## src/rtl/mjp_pkg.sv

```systemverilog
// Shared types, codes and saturation helpers for the multi-joint PID block.
// No dependencies; imported by every other file of the block.
`default_nettype none

package mjp_pkg;

  localparam int WORD_W    = 32;
  localparam int INTEG_W   = 48;
  localparam int NUM_WORDS = 5;   // gain words per joint

  typedef logic signed [WORD_W-1:0]  word_t;
  typedef logic signed [INTEG_W-1:0] integ_t;
  typedef logic signed [63:0]        prod_t;

  localparam word_t  WORD_MAX  = 32'sh7FFF_FFFF;
  localparam word_t  WORD_MIN  = 32'sh8000_0000;
  localparam integ_t INTEG_MAX = 48'sh7FFF_FFFF_FFFF;
  localparam integ_t INTEG_MIN = 48'sh8000_0000_0000;

  typedef enum logic {
    OP_STEP = 1'b0,
    OP_LOAD = 1'b1
  } op_t;

  typedef enum logic [2:0] {
    SEL_KP   = 3'd0,
    SEL_KD   = 3'd1,
    SEL_KI   = 3'd2,
    SEL_PLIM = 3'd3,
    SEL_VLIM = 3'd4
  } sel_t;

  typedef struct packed {
    word_t kp;
    word_t kd;
    word_t ki;
    word_t plim;
    word_t vlim;
  } gains_t;

  typedef struct packed {
    word_t pos_err;
    word_t vel_err;
    logic  err_clamped;
  } err_t;

  // 34-bit value saturated into the signed 32-bit range
  function automatic word_t sat_word(input logic signed [33:0] x);
    word_t r;
    if (!x[33] && (x[32:31] != 2'b00)) begin
      r = WORD_MAX;
    end else if (x[33] && (x[32:31] != 2'b11)) begin
      r = WORD_MIN;
    end else begin
      r = word_t'(x[31:0]);
    end
    return r;
  endfunction

  // 49-bit value saturated into the signed 48-bit range
  function automatic integ_t sat_integ(input logic signed [INTEG_W:0] x);
    integ_t r;
    if (x[INTEG_W] != x[INTEG_W-1]) begin
      r = x[INTEG_W] ? INTEG_MIN : INTEG_MAX;
    end else begin
      r = integ_t'(x[INTEG_W-1:0]);
    end
    return r;
  endfunction

endpackage

`default_nettype wire

```

## src/rtl/mjp_integ_store.sv

```systemverilog
// Per-joint integral RAM with valid bits (unwritten reads as zero) and
// write-to-read bypass for back-to-back steps on one joint. Depends on mjp_pkg.
`default_nettype none

module mjp_integ_store #(
  parameter int DEPTH = 16,
  parameter int AW    = 4
) (
  input  logic                clk,
  input  logic                rst,
  input  logic                we,
  input  logic [AW-1:0]       waddr,
  input  mjp_pkg::integ_t     wdata,
  input  logic                re,
  input  logic [AW-1:0]       raddr,
  output mjp_pkg::integ_t     rdata
);
  import mjp_pkg::*;

  integ_t           mem [DEPTH];
  logic [DEPTH-1:0] vld;
  logic             bypass;

  assign bypass = we && (waddr == raddr);

  always_ff @(posedge clk) begin
    if (rst) begin
      vld <= '0;
    end else if (we) begin
      vld[waddr] <= 1'b1;
    end
  end

  always_ff @(posedge clk) begin
    if (we) begin
      mem[waddr] <= wdata;
    end
    if (re) begin
      if (bypass) begin
        rdata <= wdata;
      end else if (vld[raddr]) begin
        rdata <= mem[raddr];
      end else begin
        rdata <= '0;
      end
    end
  end
endmodule

`default_nettype wire

```

## config.mk

```make
export PLATFORM = sky130hd
export DESIGN_NAME = mjp_integ_store
export DESIGN_NICKNAME = d
export VERILOG_FILES = /design/src/rtl/mjp_pkg.sv /design/src/rtl/mjp_integ_store.sv
export SDC_FILE = /design/constraint.sdc
export NUM_CORES = 1
export LEC_CHECK = 0
export BUFFER_PORTS_ARGS = -buffer_cell sky130_fd_sc_hd__buf_2
export CORE_AREA = 5 5 307 309
export CTS_BUF_LIST = sky130_fd_sc_hd__clkbuf_2
export DETAILED_ROUTE_END_ITERATION = 6
export DIE_AREA = 0 0 312 314
export PLACE_DENSITY_LB_ADDON = 0.3
export SKIP_LAST_GASP = 1
export SLEW_MARGIN = 20
export SYNTH_ARGS = -nofsm -noshare
export SYNTH_HDL_FRONTEND = slang
export SYNTH_SLANG_ARGS = --single-unit
```

## constraint.sdc

```tcl
create_clock -name clk -period 5.55 [get_ports clk]
set_input_delay 0.555 -clock clk [delete_from_list [all_inputs] [get_ports clk]]
set_output_delay 0.555 -clock clk [all_outputs]
set_load 0.1 [all_outputs]
```

==> metrics.txt <==
status finished, violations left; failing checks DRC; RR Endpoint rdata[15]$_DFFE_PP_; clk root buf clkbuf_2; r2r worst-path depth 5; commonest non-fill, non-tap cell in the layout edfxtp_1; worst hold stages 2; Peak Freq 0.346 GHz; mean post-synth cell area 22.2 um2; pwr/cell area 321 mW/mm2; WL per Instance 25.8 um; top post-synthesis cells by area edfxtp_1 77%, mux4_2 14%, a22o_1 2.7%; Final WS setup 2660 ps; Worst path top cell family by delay flip-flops; Die Wd 312 um; final wirelength 81.3 mm; final worst-path cycle share 52.0%; Worst-path clk slew 100 ps; hold endpoint mem[1][21]$_DFFE_PP_; mapped cell area 0.0317 mm2; critical path arrival 2330 ps; Slew Limit Fails 0; startpoint types flip-flop; maxcap violations 0; layout cells sized above 1 34.2%; CTS H-tree lvls 4; Final Hold Viols 0; largest net degree at the start of global routing 122; post-synth top area cell edfxtp_1; Slowest cell on crit path edfxtp_1; Mapped Nets 1486; area fraction of the dominant cell type after synthesis 77.3%; Rel. slew slack 22.5%; # DRC 4; postcts setup bufs 0; Total GRT Usage 16.5%; fin nets 1878; fin crit period 2890 ps; Peak VDD IR 0.000166 V; vias in the first global route 17900; CP Cell Sequence buf_2; vias per cell 5.25; Reg2Reg Setup Slack 3110 ps; Final Setup Violations 0; RSZ-0062 raised after global routing no; HP Class in -> reg; CTS tree done; Synth Register Bits 832; Setup crit end kind output pin; die area 0.0980 mm2; Place WS 2190 ps; DRT Pass-1 Iters 7; synthesis warning total 0; Top Ports 108; Port-buffer cells 107; slowest cell delay on critical path 510 ps; Routed Antenna Nets 0; Crit Path Category reg -> out; die height 314 um; Least-Margin Pin Slew 1160 ps; worst path bufs/invs 1; post-synthesis sequential area ratio 78.4%; post-synthesis cell count 1426; hold path start wdata[21]; starting DRC count in detailed routing 1427; GRT overflow 0; Clock Latency Late Sink 1340 ps; Initial Util 34.8%; Rows 111; most frequent cells in the layout 816 x edfxtp_1, 279 x clkbuf_2, 196 x mux4_2; leak pwr 0.0121 uW; crit-path max FO 1; initial antenna violation count 11; Final Util 40.5%; setup tns final 0 ps; CTS sink count 832; first-pass GRT wire length 118 mm; CTS max path bufs 3; Unique masters post-synth 24; gpl congestion 0.709; via count 16500; cts repair resizes 0; Reg-to-Reg Start vld[4]$_SDFFE_PP0P_; Area growth syn-to-layout 16.5%; core area 0.0911 mm2; Worst Path Required 4990 ps; detailed placement HPWL 38.9 mm; TritonCTS buffer count 192; Final Skew 59.2 ps
==> final cells by class <==
type / instances / area [um2]
Fill cell: 8219 / 54200
Sequential cell: 832 / 24800
Multi-Input combinational cell: 505 / 6520
Timing Repair Buffer: 287 / 2330
Tap cell: 1186 / 1480
Clock buffer: 279 / 1400
Clock inverter: 54 / 340
Antenna cell: 8 / 20.0
==> cells in the mapped netlist, drive strengths merged <==
cell type,n
a22o,96
and2,3
buf,52
clkbuf,37
dfxtp,16
edfxtp,816
mux2,1
mux2i,2
mux4,196
nand2,1
nand2b,2
nand3,49
nand3b,2
nor2,93
nor2b,2
nor3,5
o31ai,48
or3b,1
xnor2,1
xor2,3
==> flip-flops by register name, indices dropped and copies added (netlist names) <==
register  count
rdata        48
mem         768
vld          16
==> logic make-up after synthesis <==
family	count (synthesis)	share of synthesized area [%]
buf+inv	89	1.51
flops	832	78.4
xor+xnor	4	0.111
simple gates	158	2.20
compound gates	144	3.79
mux	199	14.0
==> stage by stage <==
stage / hold WS [ps] / total power [uW] / instances / cell area (um2)
CTS: 1.23 / 12000 / 3142 / 36900
global placement: 444 / 8000 / 2672 / 33700
finish: 213 / 11800 / 3151 / 36900
detailed placement: 455 / 8020 / 2674 / 33800
global route: 30.5 / 12300 / 3145 / 36900
floorplan: 435 / 7720 / 1426 / 31700
==> report_power, final <==
part / leakage (uW) / switching [uW] / total, uW / internal (uW)
combinational: 0.00323 / 565 / 888 / 322
clock: 0.00134 / 2310 / 3880 / 1570
sequential: 0.00756 / 38.6 / 7070 / 7030
total: 0.0121 / 2910 / 11800 / 8920
==> worst max path at each step <==
stage	from	endpoint	slack, ps	depth (start not counted)
after global routing	rdata[4]$_DFFE_PP_	rdata[4]	2390	1
after CTS	rdata[4]$_DFFE_PP_	rdata[4]	2410	1
after detailed placement	raddr[0]	rdata[34]$_DFFE_PP_	2190	6
after global placement	raddr[2]	rdata[43]$_DFFE_PP_	1980	6
after floorplan	waddr[2]	mem[0][0]$_DFFE_PP_	640	2
final	rdata[16]$_DFFE_PP_	rdata[16]	2660	1
==> routing by layer <==
layer | up-vias | track usage [%] | share of wire [%]
met5 | - | 0 | 0
met4 | 0 | 4.33 | 1.6
met3 | 118 | 4.82 | 7.2
met2 | 629 | 26.4 | 48
met1 | 8829 | 22.3 | 43
li1 | 6966 | - | -
==> timing repair <==
action,4_1_cts,5_1_grt
hold buffers,135,0
hold endpoints to repair,1091,0
endpoints found under the setup margin,0,0
No activity file was read; power rests on OpenSTA's default activity.
