==> src/rtl/mjp_pkg.sv <==
// Shared types, codes and saturation helpers for the multi-joint PID block.
// No dependencies; imported by every other file of the block.
`default_nettype none

package mjp_pkg;

  localparam int WORD_W    = 32;
  localparam int INTEG_W   = 48;
  localparam int NUM_WORDS = 5;   // gain words per joint

  typedef logic signed [WORD_W-1:0]  word_t;
  typedef logic signed [INTEG_W-1:0] integ_t;
  typedef logic signed [63:0]        prod_t;

  localparam word_t  WORD_MAX  = 32'sh7FFF_FFFF;
  localparam word_t  WORD_MIN  = 32'sh8000_0000;
  localparam integ_t INTEG_MAX = 48'sh7FFF_FFFF_FFFF;
  localparam integ_t INTEG_MIN = 48'sh8000_0000_0000;

  typedef enum logic {
    OP_STEP = 1'b0,
    OP_LOAD = 1'b1
  } op_t;

  typedef enum logic [2:0] {
    SEL_KP   = 3'd0,
    SEL_KD   = 3'd1,
    SEL_KI   = 3'd2,
    SEL_PLIM = 3'd3,
    SEL_VLIM = 3'd4
  } sel_t;

  typedef struct packed {
    word_t kp;
    word_t kd;
    word_t ki;
    word_t plim;
    word_t vlim;
  } gains_t;

  typedef struct packed {
    word_t pos_err;
    word_t vel_err;
    logic  err_clamped;
  } err_t;

  // 34-bit value saturated into the signed 32-bit range
  function automatic word_t sat_word(input logic signed [33:0] x);
    word_t r;
    if (!x[33] && (x[32:31] != 2'b00)) begin
      r = WORD_MAX;
    end else if (x[33] && (x[32:31] != 2'b11)) begin
      r = WORD_MIN;
    end else begin
      r = word_t'(x[31:0]);
    end
    return r;
  endfunction

  // 49-bit value saturated into the signed 48-bit range
  function automatic integ_t sat_integ(input logic signed [INTEG_W:0] x);
    integ_t r;
    if (x[INTEG_W] != x[INTEG_W-1]) begin
      r = x[INTEG_W] ? INTEG_MIN : INTEG_MAX;
    end else begin
      r = integ_t'(x[INTEG_W-1:0]);
    end
    return r;
  endfunction

endpackage

`default_nettype wire

==> src/rtl/mjp_clamp_stage.sv <==
// Error stage: clamps position error and desired velocity to the joint limits,
// forms the velocity error, saturates both to 32 bits. Depends on mjp_pkg.
`default_nettype none

module mjp_clamp_stage (
  input  logic              clk,
  input  logic              en,
  input  mjp_pkg::gains_t   gains,
  input  mjp_pkg::word_t    pos_desired,
  input  mjp_pkg::word_t    pos_measured,
  input  mjp_pkg::word_t    vel_desired,
  input  mjp_pkg::word_t    vel_measured,
  output mjp_pkg::err_t     err
);
  import mjp_pkg::*;

  logic signed [33:0] pdiff, plim_p, plim_n, pclamp;
  logic signed [33:0] vdes, vlim_p, vlim_n, vclamp, vdiff;
  logic               phit;
  err_t               err_next;

  always_comb begin
    pdiff  = 34'(pos_desired) - 34'(pos_measured);
    plim_p = 34'(gains.plim);
    plim_n = -plim_p;
    phit   = 1'b1;
    if (pdiff > plim_p) begin
      pclamp = plim_p;
    end else if (pdiff < plim_n) begin
      pclamp = plim_n;
    end else begin
      pclamp = pdiff;
      phit   = 1'b0;
    end

    vdes   = 34'(vel_desired);
    vlim_p = 34'(gains.vlim);
    vlim_n = -vlim_p;
    if (vdes > vlim_p) begin
      vclamp = vlim_p;
    end else if (vdes < vlim_n) begin
      vclamp = vlim_n;
    end else begin
      vclamp = vdes;
    end
    vdiff = vclamp - 34'(vel_measured);

    err_next.pos_err     = sat_word(pclamp);
    err_next.vel_err     = sat_word(vdiff);
    err_next.err_clamped = phit;
  end

  always_ff @(posedge clk) begin
    if (en) begin
      err <= err_next;
    end
  end
endmodule

`default_nettype wire

==> config.mk <==
export PLATFORM = sky130hd
export DESIGN_NAME = mjp_clamp_stage
export DESIGN_NICKNAME = d
export VERILOG_FILES = /design/src/rtl/mjp_pkg.sv /design/src/rtl/mjp_clamp_stage.sv
export SDC_FILE = /design/constraint.sdc
export NUM_CORES = 1
export LEC_CHECK = 0
export BUFFER_PORTS_ARGS = -buffer_cell sky130_fd_sc_hd__buf_2
export CORE_ASPECT_RATIO = 0.8
export CORE_MARGIN = 2
export CORE_UTILIZATION = 53
export CTS_BUF_LIST = sky130_fd_sc_hd__clkbuf_8
export CTS_CLUSTER_SIZE = 16
export DETAILED_ROUTE_END_ITERATION = 10
export GPL_ROUTABILITY_DRIVEN = 0
export PLACE_DENSITY = 0.82
export SYNTH_ARGS = -nofsm -noshare
export SYNTH_HDL_FRONTEND = slang
export SYNTH_SLANG_ARGS = --single-unit
==> constraint.sdc <==
create_clock -name clk -period 11.9 [get_ports clk]
set_clock_uncertainty 0.2 [all_clocks]
set_input_delay 0.595 -clock clk [delete_from_list [all_inputs] [get_ports clk]]
set_output_delay 0.595 -clock clk [all_outputs]
set_load 0.05 [all_outputs]
==> metrics.txt <==
DIE AREA=23,300 sq um; Final period util=0.822; library cells used by synthesis=79; DRT iter0 DRCs=1,295; WP data arrival=9.61 ns; post-layout util=0.621; post-CTS setup buffers=0; Slew HR=0.166; total power=2.03 mW; number of antenna violations at the first check in global routing=1; most frequent cells in the layout=258 x buf_2, 198 x ha_1, 168 x inv_1; number of port buffers=258; Slew @ Worst Pin=1.25 ns; Peak supply drop=0.0892 mV; slowest stage delay, CP=0.97 ns; DRT antenna net count=0; Top reg by flops=err; 1st-pass router iterations=6; Mean Syn Cell Area=7.68 sq um; WL met2=14.7 mm; final setup TNS=0 ns; number of cell rows=48; PostCTS Resize Cnt=0; power per cell area=151 nW/um^2; H-tree Lvls=3; Seq cells post-synth=65; sequential area share after synthesis=0.167; cell area after layout=13,400 sq um; vias in the first global route=11,219; Synthesized Nets=2,017; max-cap violation count=0; post-place setup slack=1.93 ns; Post-Synthesis Cell Area=11,700 sq um; critical path class=in2reg; final wirelength=34.4 mm; final std cells w/o fill=2,042; DP HPWL=27.7 mm; CP max FO=31; CTS tree=done; Die Width=170 um; unrepaired setup endpoints after global routing=no; Max Used Layer=met4; Core Box Area=21,600 sq um; grt ovf=0; worst hold start=gains[63]; Post-synth EDFFs=65; most frequent CP cell=nor2_1; layout net count=2,251; Required @ worst endpoint=11.72 ns; clock transition at the registers of the reported paths=0.09 ns; I/O pins=355; Ys Warns=0; hold crit path type=in2reg; Peak Freq=102 MHz; chip height=137 um; Fin Hold WS=0.426 ns; Leak=6.40 nW; met3 wire length=3.27 mm; most common cell after layout, fill and taps aside=buf_2; Metal-1 WL=15.8 mm; WHS Path Cells=3; Final Setup Violations=0; via count=12,390; Cells after Synth=1,527; share of layout cells above drive strength 1=0.181; fin. max-slew vios=0; number of flip-flops under the largest register name=65; first-pass GRT wire length=53.9 mm; Final Worst Setup Slack=2.12 ns; Buf/Inv on CP=3; share of synthesized flip-flops with an asynchronous set or reset=0; Largest regs=err x65; Starting Density=0.542; Worst setup SP type=input port; Worst Hold End=err[64]$_SDFFCE_PP0P_; largest net degree at the start of global routing=67; Post-Place Cell Area=13,300 sq um; wire length per cell=16.8 um; crit path max-delay cell type=o21ai_2; Critical Path End Type=flop; Root Driver=clkbuf_8; placed cells=2,025; status=complete, no violations; Residual DRC=0; TritonCTS Buffers=9; # hold bufs at CTS=0; clock sink count=65; crit-path leading delay family=compound AO/OA/AOI/OAI gates; largest buffer count on any clock path=2; Top FF cell, synth=edfxtp_1; post-layout min period=9.78 ns; number of vias per cell=6.07; Synth-to-Final Area Change=14.5%; Fin. Hold Viols=0; GRT Total Usage=0.285
## Yosys cell counts (all sizes together), types with 23 or more instances
cell type	count	area, sq um
a31oi	23	144
nand3	46	230
nand2	145	544
a21o	36	270
o211ai	24	180
nand2b	24	150
nand4	36	225
nor2	76	293
xnor2	91	797
nor3	28	145
ha	198	2480
a21oi	146	734
o21ai	121	643
inv	169	634
clkbuf	34	129
edfxtp	65	1950
## cell type report
| class | count | area [sq um] |
|---|---|---|
| Multi-Input combinational cell | 1247 | 8960 |
| Fill cell | 1948 | 8200 |
| Sequential cell | 65 | 1950 |
| Timing Repair Buffer | 267 | 1360 |
| Inverter | 171 | 642 |
| Tap cell | 275 | 344 |
| Clock buffer | 9 | 124 |
| Clock inverter | 7 | 37.5 |
| Antenna cell | 1 | 2.50 |
## how the worst max path moves through the flow
stage / end / cells past startpoint / startpoint
finish: err[14]$_SDFFCE_PP1P_ / 31 / gains[2]
global placement: err[23]$_SDFFCE_PP1P_ / 31 / gains[2]
CTS: err[14]$_SDFFCE_PP1P_ / 31 / gains[2]
detailed placement: err[14]$_SDFFCE_PP1P_ / 31 / gains[2]
floorplan: err[12]$_SDFFCE_PP1P_ / 32 / gains[2]
global route: err[23]$_SDFFCE_PP1P_ / 30 / gains[2]
## power by group
part | switching (mW) | internal, mW
clock network | 0.0946 | 0.0730
registers | 0.0290 | 0.389
logic | 0.984 | 0.463
## kinds of logic after synthesis
kind of cell,count (synthesis),share of synthesized area
and+or+nand+nor,437,0.185
DFF,65,0.167
buffers and inverters,215,0.0715
AOI/OAI and AO/OA,475,0.257
adders and majority gates,200,0.215
xor gates and xnor gates,112,0.0843
muxes,23,0.0211
## routing by layer
metal  vias to the layer above  GRT usage
met5                         -          0
met4                         0     0.0622
met3                        53     0.0521
met2                       608      0.440
met1                      5664      0.412
li1                       6065          -
(Power assumes the default switching activity.)
