$ cat src/rtl/mjp_pkg.sv
// Shared types, codes and saturation helpers for the multi-joint PID block.
// No dependencies; imported by every other file of the block.
`default_nettype none

package mjp_pkg;

  localparam int WORD_W    = 32;
  localparam int INTEG_W   = 48;
  localparam int NUM_WORDS = 5;   // gain words per joint

  typedef logic signed [WORD_W-1:0]  word_t;
  typedef logic signed [INTEG_W-1:0] integ_t;
  typedef logic signed [63:0]        prod_t;

  localparam word_t  WORD_MAX  = 32'sh7FFF_FFFF;
  localparam word_t  WORD_MIN  = 32'sh8000_0000;
  localparam integ_t INTEG_MAX = 48'sh7FFF_FFFF_FFFF;
  localparam integ_t INTEG_MIN = 48'sh8000_0000_0000;

  typedef enum logic {
    OP_STEP = 1'b0,
    OP_LOAD = 1'b1
  } op_t;

  typedef enum logic [2:0] {
    SEL_KP   = 3'd0,
    SEL_KD   = 3'd1,
    SEL_KI   = 3'd2,
    SEL_PLIM = 3'd3,
    SEL_VLIM = 3'd4
  } sel_t;

  typedef struct packed {
    word_t kp;
    word_t kd;
    word_t ki;
    word_t plim;
    word_t vlim;
  } gains_t;

  typedef struct packed {
    word_t pos_err;
    word_t vel_err;
    logic  err_clamped;
  } err_t;

  // 34-bit value saturated into the signed 32-bit range
  function automatic word_t sat_word(input logic signed [33:0] x);
    word_t r;
    if (!x[33] && (x[32:31] != 2'b00)) begin
      r = WORD_MAX;
    end else if (x[33] && (x[32:31] != 2'b11)) begin
      r = WORD_MIN;
    end else begin
      r = word_t'(x[31:0]);
    end
    return r;
  endfunction

  // 49-bit value saturated into the signed 48-bit range
  function automatic integ_t sat_integ(input logic signed [INTEG_W:0] x);
    integ_t r;
    if (x[INTEG_W] != x[INTEG_W-1]) begin
      r = x[INTEG_W] ? INTEG_MIN : INTEG_MAX;
    end else begin
      r = integ_t'(x[INTEG_W-1:0]);
    end
    return r;
  endfunction

endpackage

`default_nettype wire

$ cat src/rtl/mjp_torque_stage.sv
// Torque stages: ki times the integral split at bit 16, partial sum of the
// floored kp and kd terms, then the exact sum saturated to 32 bits.
// Depends on mjp_pkg.
`default_nettype none

module mjp_torque_stage (
  input  logic              clk,
  input  logic              en_mul,
  input  logic              en_sum,
  input  mjp_pkg::word_t    ki,
  input  mjp_pkg::integ_t   integ,
  input  mjp_pkg::prod_t    prod_kp,
  input  mjp_pkg::prod_t    prod_kd,
  output mjp_pkg::word_t    torque,
  output logic              torque_sat
);
  import mjp_pkg::*;

  word_t              integ_hi;
  logic [15:0]        integ_lo;
  prod_t              ki_hi_next, ki_hi;
  logic signed [48:0] ki_lo_next, ki_lo;
  logic signed [48:0] psum_next, psum;
  logic signed [64:0] total;
  word_t              torque_next;
  logic               sat_next;

  // integral = hi*2^16 + lo with lo unsigned, so the ki term floors exactly
  assign integ_hi   = word_t'(integ[INTEG_W-1:16]);
  assign integ_lo   = integ[15:0];
  assign ki_hi_next = prod_t'(ki) * prod_t'(integ_hi);
  assign ki_lo_next = 49'(ki) * $signed({1'b0, integ_lo});
  assign psum_next  = 49'(48'(prod_kp >>> 16)) + 49'(48'(prod_kd >>> 16));

  always_ff @(posedge clk) begin
    if (en_mul) begin
      ki_hi <= ki_hi_next;
      ki_lo <= ki_lo_next;
      psum  <= psum_next;
    end
  end

  always_comb begin
    total = 65'(ki_hi) + 65'(psum) + 65'(ki_lo >>> 16);
    if (!total[64] && (|total[63:31])) begin
      torque_next = WORD_MAX;
      sat_next    = 1'b1;
    end else if (total[64] && !(&total[63:31])) begin
      torque_next = WORD_MIN;
      sat_next    = 1'b1;
    end else begin
      torque_next = word_t'(total[31:0]);
      sat_next    = 1'b0;
    end
  end

  always_ff @(posedge clk) begin
    if (en_sum) begin
      torque     <= torque_next;
      torque_sat <= sat_next;
    end
  end
endmodule

`default_nettype wire

$ cat config.mk
export PLATFORM = sky130hd
export DESIGN_NAME = mjp_torque_stage
export DESIGN_NICKNAME = d
export VERILOG_FILES = /design/src/rtl/mjp_pkg.sv /design/src/rtl/mjp_torque_stage.sv
export SDC_FILE = /design/constraint.sdc
export NUM_CORES = 2
export LEC_CHECK = 0
export BUFFER_PORTS_ARGS = -buffer_cell sky130_fd_sc_hd__buf_2
export CAP_MARGIN = 10
export CORE_MARGIN = 8
export CORE_UTILIZATION = 45
export CTS_CLUSTER_DIAMETER = 60
export CTS_CLUSTER_SIZE = 16
export DETAILED_ROUTE_END_ITERATION = 10
export GPL_ROUTABILITY_DRIVEN = 0
export HOLD_SLACK_MARGIN = 0.06
export PLACE_DENSITY = 0.75
export SLEW_MARGIN = 20
export SYNTH_ARGS = -nofsm -noshare
export SYNTH_HDL_FRONTEND = slang
export SYNTH_SLANG_ARGS = --single-unit
$ cat constraint.sdc
create_clock -name clk -period 9.64 [get_ports clk]
set_clock_uncertainty 0.2 [all_clocks]
set_input_delay 1.446 -clock clk [delete_from_list [all_inputs] [get_ports clk]]
set_output_delay 1.446 -clock clk [all_outputs]
set_load 0.005 [all_outputs]
==> impl_metrics.csv <==
group,metric,value,unit
final_layout,synthToLayoutAreaGrowth,8.01,%
synthesis,ys_types,89,
synthesis,yosys_most_used_dff,"edfxtp_1",
grt,grt_use_total,22.9,%
floorplan,pin_count,244,
critical_path,critPathArrivalTime,9.49,ns
floorplan,dieArea,161000,µm²
synthesis,synth_edf_count,179,
floorplan,std_cell_rows,141,
critical_path,cp_max_fo,14,
timing,whs,0.738,ns
cts,cts.path.max_buffers,2,
grt,grt.overflow.total,0,
critical_path,critPathBufInv,8,
grt,antenna_found_initial,26,
synthesis,synth_compound_gate_area_share,6.69,%
critical_path,crit_top_cell,"fa_1",
critical_path,slowest_delay,0.60,ns
timing,finalSetupViolCount,0,
timing,slew_headroom,20.9,%
synthesis,synthTopCellsByArea,"fa_1 49%, inv_1 8.6%, edfxtp_1 8.0%",
synthesis,synth_most_common_cell,"fa_1",
timing,hold_viol,0,
timing,post-route-period-util,98.0,%
cts,cts_inserted_buffers,17,
timing,rsz0062_at_grt,"no",
synthesis,synth_top_area_share,49.0,%
final_layout,utilization,48.9,%
floorplan,dieHeight,401,µm
cts,hold_buffers,0,
detailed_routing,drc,0,
cts,cts_max_level,4,
timing,fmax,0.106,GHz
final_layout,nNetsFinal,9501,
cts,tritoncts,"done",
floorplan,coreArea,148000,µm²
synthesis,avgSynthCellArea,9.48,µm²
cts,postCtsSetupBuffers,0,
cts,cts.clk_slew.worst_paths,0.08,ns
timing,tightest_slew,1.18,ns
synthesis,yosysSeqAreaShare,8.05,%
synthesis,synthSimpleGateAreaFrac,15.3,%
synthesis,syn_area,66800,µm²
synthesis,synth_seq_cells,179,
detailed_routing,drt_iter0_markers,3851,
cts,insertion_delay,0.49,ns
cts,cts_resized,2,
critical_path,start_kind,"primary input",
timing,finalCriticalPeriod,9.44,ns
critical_path,cp-end-kind,"flip-flop",
min_path,hp-class,"flip-flop to flip-flop",
critical_path,critical_path_required,9.69,ns
detailed_routing,post_drt_wl_per_cell,20.0,µm
detailed_routing,vias,49700,
placement,hpwlAfterDp,157000,µm
placement,io_buffers,211,
detailed_routing,dr.pass1.iters,5,
final_layout,design_area,72200,µm²
synthesis,syn-instance-count,7051,
critical_path,critPathKind,"primary input to flip-flop",
cts,clkSinkCount,179,
synthesis,netlist_top_cells_count,"1635 x fa_1, 1538 x inv_1, 907 x nand2_1, 713 x and2_1, 410 x ha_1",
floorplan,initial_core_util,45.2,%
critical_path,slowest_stage,"fa_1",
grt,grt_pass1_wl,295000,µm
synthesis,synth_top_family_by_area,"adder cells",
placement,dpl_cell_area,71500,µm²
synthesis,muxShareOfSynthArea,0.172,%
final_layout,drive_gt1_share,8.23,%
synthesis,ys_async_sr_fraction,0,%
grt,grt_max_degree,81,
synthesis,ys_warn_count,0,
run,maxCapViolations,0,
floorplan,die_width,401,µm
timing,maxSlewViolCount,0,
synthesis,synth_top_cell_by_area,"fa_1",
synthesis,synthAdderAreaFrac,56.7,%
cts,root_buffer,"clkbuf_16",
synthesis,syn-num-nets,9307,
critical_path,critical-path-top-delay-family,"adder cells",
run_status,status,"finished clean",
synthesis,synth-xor-area-share,2.39,%
final_layout,n_fill_cell,13100,
grt,grt_pass1_vias,54900,
detailed_routing,antenna_left,0,
detailed_routing,vias_per_cell,5.40,
detailed_routing,finalWirelength,184000,µm
cells in the final DEF, fill, tap and decap left out, types with 40 or more instances in the layout:
| cell type | instances |
|---|---|
| fa_1 | 1635 |
| inv_1 | 1538 |
| nand2_1 | 907 |
| and2_1 | 713 |
| ha_1 | 410 |
| buf_4 | 310 |
| a21oi_1 | 219 |
| buf_2 | 208 |
| edfxtp_1 | 179 |
| nor2_1 | 138 |
| xnor2_1 | 138 |
| a21o_1 | 126 |
| o21ai_0 | 97 |
| nand3_1 | 56 |
| xor2_1 | 43 |
| nor2b_1 | 40 |
layout make-up:
class,instances,area (µm²),area share [%]
clock buffer,18,429,0.595
clock inverter,14,158,0.218
antenna,15,37.5,0.0520
multi-input combinational,4974,54300,75.3
tap,1930,2410,3.35
inverter,1539,5780,8.01
timing repair buffer,534,3650,5.06
sequential,179,5380,7.45
worst paths after layout:
check | to | slack (ns) | depth (start not counted) | start
worst max-delay path | ki_hi[60]$_DFFE_PP_ | 0.20 | 28 | integ[25]
worst min register to register | torque[1]$_SDFFCE_PP1P_ | 0.74 | 3 | psum[1]$_DFFE_PP_
worst min-delay path | torque[1]$_SDFFCE_PP1P_ | 0.74 | 3 | psum[1]$_DFFE_PP_
worst max register to register | torque[0]$_SDFFCE_PP1P_ | 2.96 | 16 | ki_lo[48]$_DFFE_PP_
per-stage QoR:
step	setup slack (ns)	cells	setup TNS (ns)
after floorplan	0.150	7051	0
after global placement	-0.590	9156	-5.05
after detailed placement	-0.726	9156	-6.57
after CTS	0.108	9188	0
after global routing	0.0195	9197	0
final	0.196	9203	0
flip-flops by register name, indices dropped and copies added, names as in the netlist:
register,cells
ki_hi,64
psum,49
ki_lo,33
torque,32
torque_sat,1
cells by family (layout without fill, tap and decap cells):
kind of cell               count (synthesis)  after routing
and+or+nand+nor                         2057           2057
adders and majority gates               2045           2045
buffers and inverters                   1898           2105
AOI/OAI and AO/OA                        679            679
xor gates and xnor gates                 182            182
DFF                                      179            179
muxes                                     11             11
other                                      0             15
worst reg2reg max path, stage by stage, from the launching register on:
cell and delay, ns:
edfxtp_1 0.96, buf_4 0.50, fa_1 0.50, ha_1 0.42
and3_1 0.28, nand3_1 0.11, nor2_1 0.08, and3_1 0.15
a32oi_1 0.53, nand2_1 0.26, xor2_1 0.24, or4_1 0.58
or4_1 0.59, nor4_1 0.39, a21oi_2 0.09, buf_4 0.24
or2_1 0.32
per-layer routing:
metal	share of wire [%]	wire [µm]	vias to the layer above	GRT usage [%]
li1	-	-	21600	-
met1	40	72800	25400	29.3
met2	47	85900	2253	38.0
met3	9.2	16900	442	5.06
met4	4.3	7910	12	8.88
met5	0.044	81	-	0
Power is left out: the tool's default activity adds up to more than one toggle a clock period on the data nets, which glitch-free logic cannot reach.
