[src/rtl/mjp_pkg.sv]
// Shared types, codes and saturation helpers for the multi-joint PID block.
// No dependencies; imported by every other file of the block.
`default_nettype none

package mjp_pkg;

  localparam int WORD_W    = 32;
  localparam int INTEG_W   = 48;
  localparam int NUM_WORDS = 5;   // gain words per joint

  typedef logic signed [WORD_W-1:0]  word_t;
  typedef logic signed [INTEG_W-1:0] integ_t;
  typedef logic signed [63:0]        prod_t;

  localparam word_t  WORD_MAX  = 32'sh7FFF_FFFF;
  localparam word_t  WORD_MIN  = 32'sh8000_0000;
  localparam integ_t INTEG_MAX = 48'sh7FFF_FFFF_FFFF;
  localparam integ_t INTEG_MIN = 48'sh8000_0000_0000;

  typedef enum logic {
    OP_STEP = 1'b0,
    OP_LOAD = 1'b1
  } op_t;

  typedef enum logic [2:0] {
    SEL_KP   = 3'd0,
    SEL_KD   = 3'd1,
    SEL_KI   = 3'd2,
    SEL_PLIM = 3'd3,
    SEL_VLIM = 3'd4
  } sel_t;

  typedef struct packed {
    word_t kp;
    word_t kd;
    word_t ki;
    word_t plim;
    word_t vlim;
  } gains_t;

  typedef struct packed {
    word_t pos_err;
    word_t vel_err;
    logic  err_clamped;
  } err_t;

  // 34-bit value saturated into the signed 32-bit range
  function automatic word_t sat_word(input logic signed [33:0] x);
    word_t r;
    if (!x[33] && (x[32:31] != 2'b00)) begin
      r = WORD_MAX;
    end else if (x[33] && (x[32:31] != 2'b11)) begin
      r = WORD_MIN;
    end else begin
      r = word_t'(x[31:0]);
    end
    return r;
  endfunction

  // 49-bit value saturated into the signed 48-bit range
  function automatic integ_t sat_integ(input logic signed [INTEG_W:0] x);
    integ_t r;
    if (x[INTEG_W] != x[INTEG_W-1]) begin
      r = x[INTEG_W] ? INTEG_MIN : INTEG_MAX;
    end else begin
      r = integ_t'(x[INTEG_W-1:0]);
    end
    return r;
  endfunction

endpackage

`default_nettype wire

[src/rtl/mjp_gain_mem.sv]
// One gain word per joint: simple dual-port RAM with registered read.
// Depends on mjp_pkg.
`default_nettype none

module mjp_gain_mem #(
  parameter int DEPTH = 16,
  parameter int AW    = 4
) (
  input  logic                clk,
  input  logic                we,
  input  logic [AW-1:0]       waddr,
  input  mjp_pkg::word_t      wdata,
  input  logic                re,
  input  logic [AW-1:0]       raddr,
  output mjp_pkg::word_t      rdata
);
  import mjp_pkg::*;

  word_t mem [DEPTH];

  always_ff @(posedge clk) begin
    if (we) begin
      mem[waddr] <= wdata;
    end
    if (re) begin
      rdata <= mem[raddr];
    end
  end
endmodule

`default_nettype wire

[config.mk]
export PLATFORM = sky130hd
export DESIGN_NAME = mjp_gain_mem
export DESIGN_NICKNAME = d
export VERILOG_FILES = /design/src/rtl/mjp_pkg.sv /design/src/rtl/mjp_gain_mem.sv
export SDC_FILE = /design/constraint.sdc
export NUM_CORES = 1
export LEC_CHECK = 0
export BUFFER_PORTS_ARGS = -buffer_cell sky130_fd_sc_hd__buf_2
export CELL_PAD_IN_SITES_DETAIL_PLACEMENT = 0
export CELL_PAD_IN_SITES_GLOBAL_PLACEMENT = 1
export CORE_ASPECT_RATIO = 1.5
export CORE_UTILIZATION = 59
export CTS_CLUSTER_DIAMETER = 150
export CTS_CLUSTER_SIZE = 12
export DETAILED_ROUTE_END_ITERATION = 6
export GPL_ROUTABILITY_DRIVEN = 0
export PLACE_DENSITY = 0.92
export SKIP_LAST_GASP = 1
export SYNTH_ARGS = -nofsm -noshare
export SYNTH_HDL_FRONTEND = slang
export SYNTH_SLANG_ARGS = --single-unit
export TNS_END_PERCENT = 30
[constraint.sdc]
create_clock -name clk -period 13.5 [get_ports clk]
set_clock_uncertainty 0.1 [all_clocks]
set_input_delay 3.375 -clock clk [delete_from_list [all_inputs] [get_ports clk]]
set_output_delay 3.375 -clock clk [all_outputs]
set_load 0.005 [all_outputs]
==> impl_metrics.json, run 1 <==
{
  "status": "finished, final reports clean",
  "grt_util_all_layers_pct": 26.5,
  "die_h_um": 228,
  "grt_pass1_vias": 9923,
  "dp_hpwl_um": 19600,
  "grt-busiest-layer": "met2",
  "synthTopCellsByCount": "edfxtp_1, mux4_2, a22oi_1, nand2_1, clkbuf_1",
  "tritoncts.num_buffers": 51,
  "synth_edf_count": 544,
  "met2_usage_pct": 44.3,
  "syn_to_final_growth_pct": 11.3,
  "grt_antenna_before_repair": 3,
  "clock_path_buffers": 3,
  "synth.most_common_cell": "edfxtp_1",
  "h-tree-depth": 2,
  "syn_area_per_cell_um2": 24.1,
  "ys_seq_area_share_pct": 81.0,
  "viasPerCell": 6.91,
  "wirelength_um": 44600,
  "wire_per_inst_um": 32.6,
  "cp-end-kind": "register",
  "maxSlewViolCount": 0,
  "grt_max_degree": 73,
  "finalNonFillerCells": 1366,
  "power.total_mw": 3.30,
  "fin_crit_sh_pct": 43.1,
  "r2r_cells": 3,
  "hold_buffers": 0,
  "startpoint_type": "input port",
  "hold_depth": 3,
  "finalSetupViolCount": 0,
  "dr.pass1.iters": 7,
  "synth_warnings": 0,
  "cts.reportedPaths.clkPinSlew_ns": 0.06,
  "coreArea_um2": 33500,
  "syn_nets": 881,
  "netlist.area_leader.share_pct": 81.0,
  "ys_async_sr_fraction_pct": 0,
  "cts_resized": 0,
  "insertion_delay_ns": 0.57,
  "vias": 9433,
  "synth_seq_cells": 544,
  "cts_tree": "done",
  "initial_utilization_pct": 60.1,
  "drv_cap": 0,
  "layout-drive-gt1-share_pct": 31.6,
  "grt_util_met1_pct": 34.2,
  "synth_top_flop_cell": "edfxtp_1",
  "first_iter_violations": 1281,
  "yosys.area.top_type": "edfxtp_1",
  "portBuffers": 74,
  "path_max_fanout": 72,
  "hold_viol": 0,
  "fmax_mhz": 172,
  "cts_sinks": 544,
  "fin_hold_ws_ns": 0.633,
  "synth.cell_area_um2": 20200,
  "crit_arrival_ns": 6.03,
  "drc_errors": 0,
  "fin_setup_tns_ns": 0,
  "power_density_nw_per_um2": 147,
  "critical_path_class": "in -> reg",
  "synthDistinctLibCells": 17,
  "rsz0062_at_grt": "false",
  "root_buffer": "clkbuf_16",
  "syn_inst": 838,
  "vdd_drop_max_mv": 0.0813,
  "synth_area_leaders": "edfxtp_1, mux4_2, a22oi_1",
  "grt-ovfl-total": 0,
  "maxSlewHeadroom_pct": 25.1,
  "worst_pin_slew_ns": 1.12,
  "grt_pass1_wl_um": 65100,
  "period_needed_ns": 5.82,
  "post-cts-setup-buffers": 0,
  "met3_usage_pct": 5.25,
  "placedCellCount": 1310,
  "fin_util_pct": 67.0,
  "hp-class": "reg -> reg",
  "rows": 82,
  "ios": 75,
  "die_w_um": 153,
  "die_area_um2": 35000,
  "leakagePower_nw": 7.13,
  "antenna_left": 0,
  "layout.nets": 986,
  "critPathRequiredTime_ns": 13.71
}
[placed cells by master (no fill, tap or decap), drive strengths merged, types with 2 or more instances in the layout]
cell	synthesis	final
clkbuf	17	52
nor2	13	13
buf	26	94
inv	0	4
nand2b	2	2
mux4	128	128
nand3b	2	2
edfxtp	544	544
a22oi	64	64
nor2b	2	2
nor3	4	4
nand2	33	33
[final cells by class]
| cell class | instances | area (µm²) |
|---|---|---|
| Sequential cell | 544 | 16300 |
| Fill cell | 1953 | 11100 |
| Multi-Input combinational cell | 251 | 3750 |
| Clock buffer | 51 | 1280 |
| Timing Repair Buffer | 95 | 539 |
| Tap cell | 420 | 526 |
| Clock inverter | 4 | 35.0 |
| Antenna cell | 1 | 2.50 |
[report_power, final]
part           switching, mW  internal (mW)  total, mW
combinational         0.0957         0.0641      0.160
clock                  0.559          0.666       1.23
sequential            0.0127           1.90       1.92
[per-stage QoR]
stage	instance area [µm²]	setup slack [ns]
6_report	22500	7.68
5_1_grt	22500	7.36
3_3_place_gp	21200	7.06
2_1_floorplan	20200	6.85
3_5_place_dp	21200	7.02
4_1_cts	22500	7.56
[logic make-up (layout without fill, tap and decap cells)]
| kind of cell | after synthesis | count (layout) | synth area share, % |
|---|---|---|---|
| other cells | 0 | 1 | 0 |
| flops | 544 | 544 | 81.0 |
| mux | 128 | 128 | 14.3 |
| buf+inv | 43 | 150 | 1.10 |
| simple gates | 59 | 59 | 1.25 |
| compound gates | 64 | 64 | 2.38 |
[critical path, stage by stage]
cell,delay [ns]
clkbuf_8,0.66
buf_4,0.97
mux4_2,0.63
a22oi_1,0.24
nand2_1,0.09
[sequential cells by signal (all words and copies together) (netlist names)]
register and count:
rdata 32, mem 512
[path summary, 6_finish.rpt]
kind	slack, ns	end	start
worst max-delay path	7.68	rdata[26]	raddr[0]
worst min-delay path	0.63	rdata[8]	mem[14][8]
worst max register to register	11.79	rdata[16]	mem[10][16]
worst min register to register	0.63	rdata[8]	mem[14][8]
[layer usage]
metal / share of wire, % / up-vias
met2: 52 / 649
met3: 9.3 / 116
met1: 36 / 4897
met5: 0.094 / -
li1: - / 3765
met4: 3.4 / 6
Power figures use the tool's default switching activity.
==> run 2: changes to the inputs <==
- ABC_AREA: unset -> 1
- CORE_UTILIZATION: 59 -> 50
- PLACE_DENSITY: 0.92 -> 0.87
- clock period: 13.5 -> 6.05 ns (I/O delays scaled with it)
==> impl_metrics.json, run 2 <==
{
  "finalNonFillerCells": 2764,
  "coreArea_um2": 45600,
  "grt-ovfl-total": 0,
  "vdd_drop_max_mv": 0.233,
  "max_stage_delay_ns": 0.93,
  "vias": 14800,
  "syn_to_final_growth_pct": 9.31,
  "insertion_delay_ns": 0.60,
  "largest_reg_flops": 512,
  "drc_errors": 0,
  "path_max_fanout": 90,
  "root_buffer": "clkbuf_16",
  "period_needed_ns": 3.28,
  "final_cell_mix": "nand2_1, edfxtp_1, inv_1",
  "layout.nets": 2216,
  "setup_slack_ns": 2.77,
  "grt_util_all_layers_pct": 24.0,
  "maxSlewHeadroom_pct": 21.3,
  "die_w_um": 177,
  "finalSetupViolCount": 0,
  "initial_utilization_pct": 50.5,
  "synth.cell_area_um2": 23100,
  "yosys.area.top_type": "edfxtp_1",
  "status": "finished, final reports clean",
  "regArea_um2": 16300,
  "grt_antenna_before_repair": 2,
  "reg_top3": "mem (512), rdata (32)",
  "placedCellCount": 2708,
  "critical_path_class": "in -> reg",
  "antenna_left": 0,
  "multi_input_area_um2": 4670,
  "synth_warnings": 0,
  "synthDistinctLibCells": 14,
  "cts_resized": 0,
  "wirelength_um": 54700,
  "synthTopCellsByCount": "nand2_1, edfxtp_1, inv_1, nand3_1, buf_2",
  "die_h_um": 265,
  "tritoncts.num_buffers": 51,
  "grt_pass1_vias": 14900,
  "clock_path_buffers": 3,
  "viasPerCell": 5.34,
  "power_density_nw_per_um2": 300,
  "worst_pin_slew_ns": 1.18,
  "synth.most_common_cell": "nand2_1",
  "fmax_mhz": 305,
  "ys_seq_area_share_pct": 70.9,
  "grt_pass1_wl_um": 84300,
  "p_sw_mw": 1.66,
  "fin_crit_sh_pct": 54.2,
  "dp_hpwl_um": 28300,
  "cp_slowest_cell": "inv_4",
  "cp-end-kind": "register",
  "mostFrequentLayoutCell": "nand2_1",
  "wire_per_inst_um": 19.8,
  "fin_setup_tns_ns": 0,
  "cpMostUsedCell": "nand3_1",
  "syn_area_per_cell_um2": 10.9,
  "p_comb_share_pct": 6.2,
  "layout-drive-gt1-share_pct": 8.28,
  "power.total_mw": 7.55,
  "portBuffers": 74,
  "syn_nets": 2163,
  "hp-class": "reg -> reg",
  "critPathRequiredTime_ns": 6.39,
  "crit_arrival_ns": 3.62,
  "worstPathCellList": "buf_4 -> inv_4 -> buf_4 -> nand3_1 -> nand3_1 -> nand3_1 -> nand2_1",
  "cts_tree": "done",
  "first_iter_violations": 1491,
  "rows": 96,
  "post-cts-setup-buffers": 0,
  "nFillCells": 3822,
  "syn_inst": 2120,
  "cts.reportedPaths.clkPinSlew_ns": 0.06,
  "p_int_mw": 5.89,
  "fin_hold_ws_ns": 0.633,
  "clock_power_share_pct": 37.3,
  "grt_max_degree": 119,
  "synth_top_flop_cell": "edfxtp_1",
  "hold_buffers": 0,
  "ys_async_sr_fraction_pct": 0,
  "leakagePower_nw": 10.6,
  "rsz0062_at_grt": "false",
  "h-tree-depth": 2,
  "drv_cap": 0,
  "cts_sinks": 544,
  "dr.pass1.iters": 5,
  "hold_viol": 0,
  "seqPwrFrac_pct": 56.5,
  "synth_area_leaders": "edfxtp_1, nand2_1, nand3_1",
  "top_register": "mem",
  "synth_edf_count": 544,
  "die_area_um2": 47000,
  "p_sw_share_pct": 22.0,
  "dpl_worst_slack_ns": 2.20,
  "netlist.area_leader.share_pct": 70.9,
  "maxSlewViolCount": 0,
  "synth_seq_cells": 544,
  "ios": 75,
  "startpoint_type": "input port"
}
run 2: power by group through the flow:
stage               Sequential, mW  Combinational, mW  Clock (mW)
floorplan                     4.35              0.288           0
global placement              4.35              0.458           0
detailed placement            4.35              0.467           0
CTS                           4.27              0.470        2.84
global route                  4.28              0.520        2.98
finish                        4.27              0.468        2.82
run 2: cell families after synthesis:
family | share of synthesized area (%)
AND/OR/NAND/NOR | 19.7
buffers and inverters | 9.41
flip-flops | 70.9
run 2: path summary, 6_finish.rpt:
| path | depth (start not counted) | slack (ns) | from | to |
|---|---|---|---|---|
| min | 6 | 0.63 | mem[12][25] | rdata[25] |
| min reg2reg | 6 | 0.63 | mem[12][25] | rdata[25] |
| max reg2reg | 6 | 4.64 | mem[2][2] | rdata[2] |
| max | 7 | 2.77 | raddr[1] | rdata[14] |
run 2: layout make-up:
| class | count | share of cell area [%] |
|---|---|---|
| clock buffers | 52 | 5.16 |
| well taps | 588 | 2.92 |
| diodes | 1 | 0.00993 |
| repair buffers | 105 | 2.48 |
| multi-input cells | 1081 | 18.5 |
| flip-flops and latches | 544 | 64.8 |
| inverters | 390 | 5.84 |
| clock inverters | 3 | 0.233 |
run 2: through the flow:
stage	cell area (µm²)	utilization, %
CTS	25200	55.2
global placement	23800	52.2
global route	25200	55.2
floorplan	23100	-
detailed placement	23800	52.2
finish	25200	55.2
run 2: worst max-delay path: cells and delay by family:
family                 cells  cell delay (ns)
buffers and inverters      3             1.64
AND/OR/NAND/NOR            4             0.42
run 2: routing by layer:
layer / GRT usage, % / wire length [µm] / vias up
li1: - / - / 6930
met1: 30.8 / 21800 / 7148
met2: 41.1 / 27800 / 572
met3: 3.34 / 3530 / 109
met4: 8.92 / 1530 / 2
met5: 0 / 8 / -
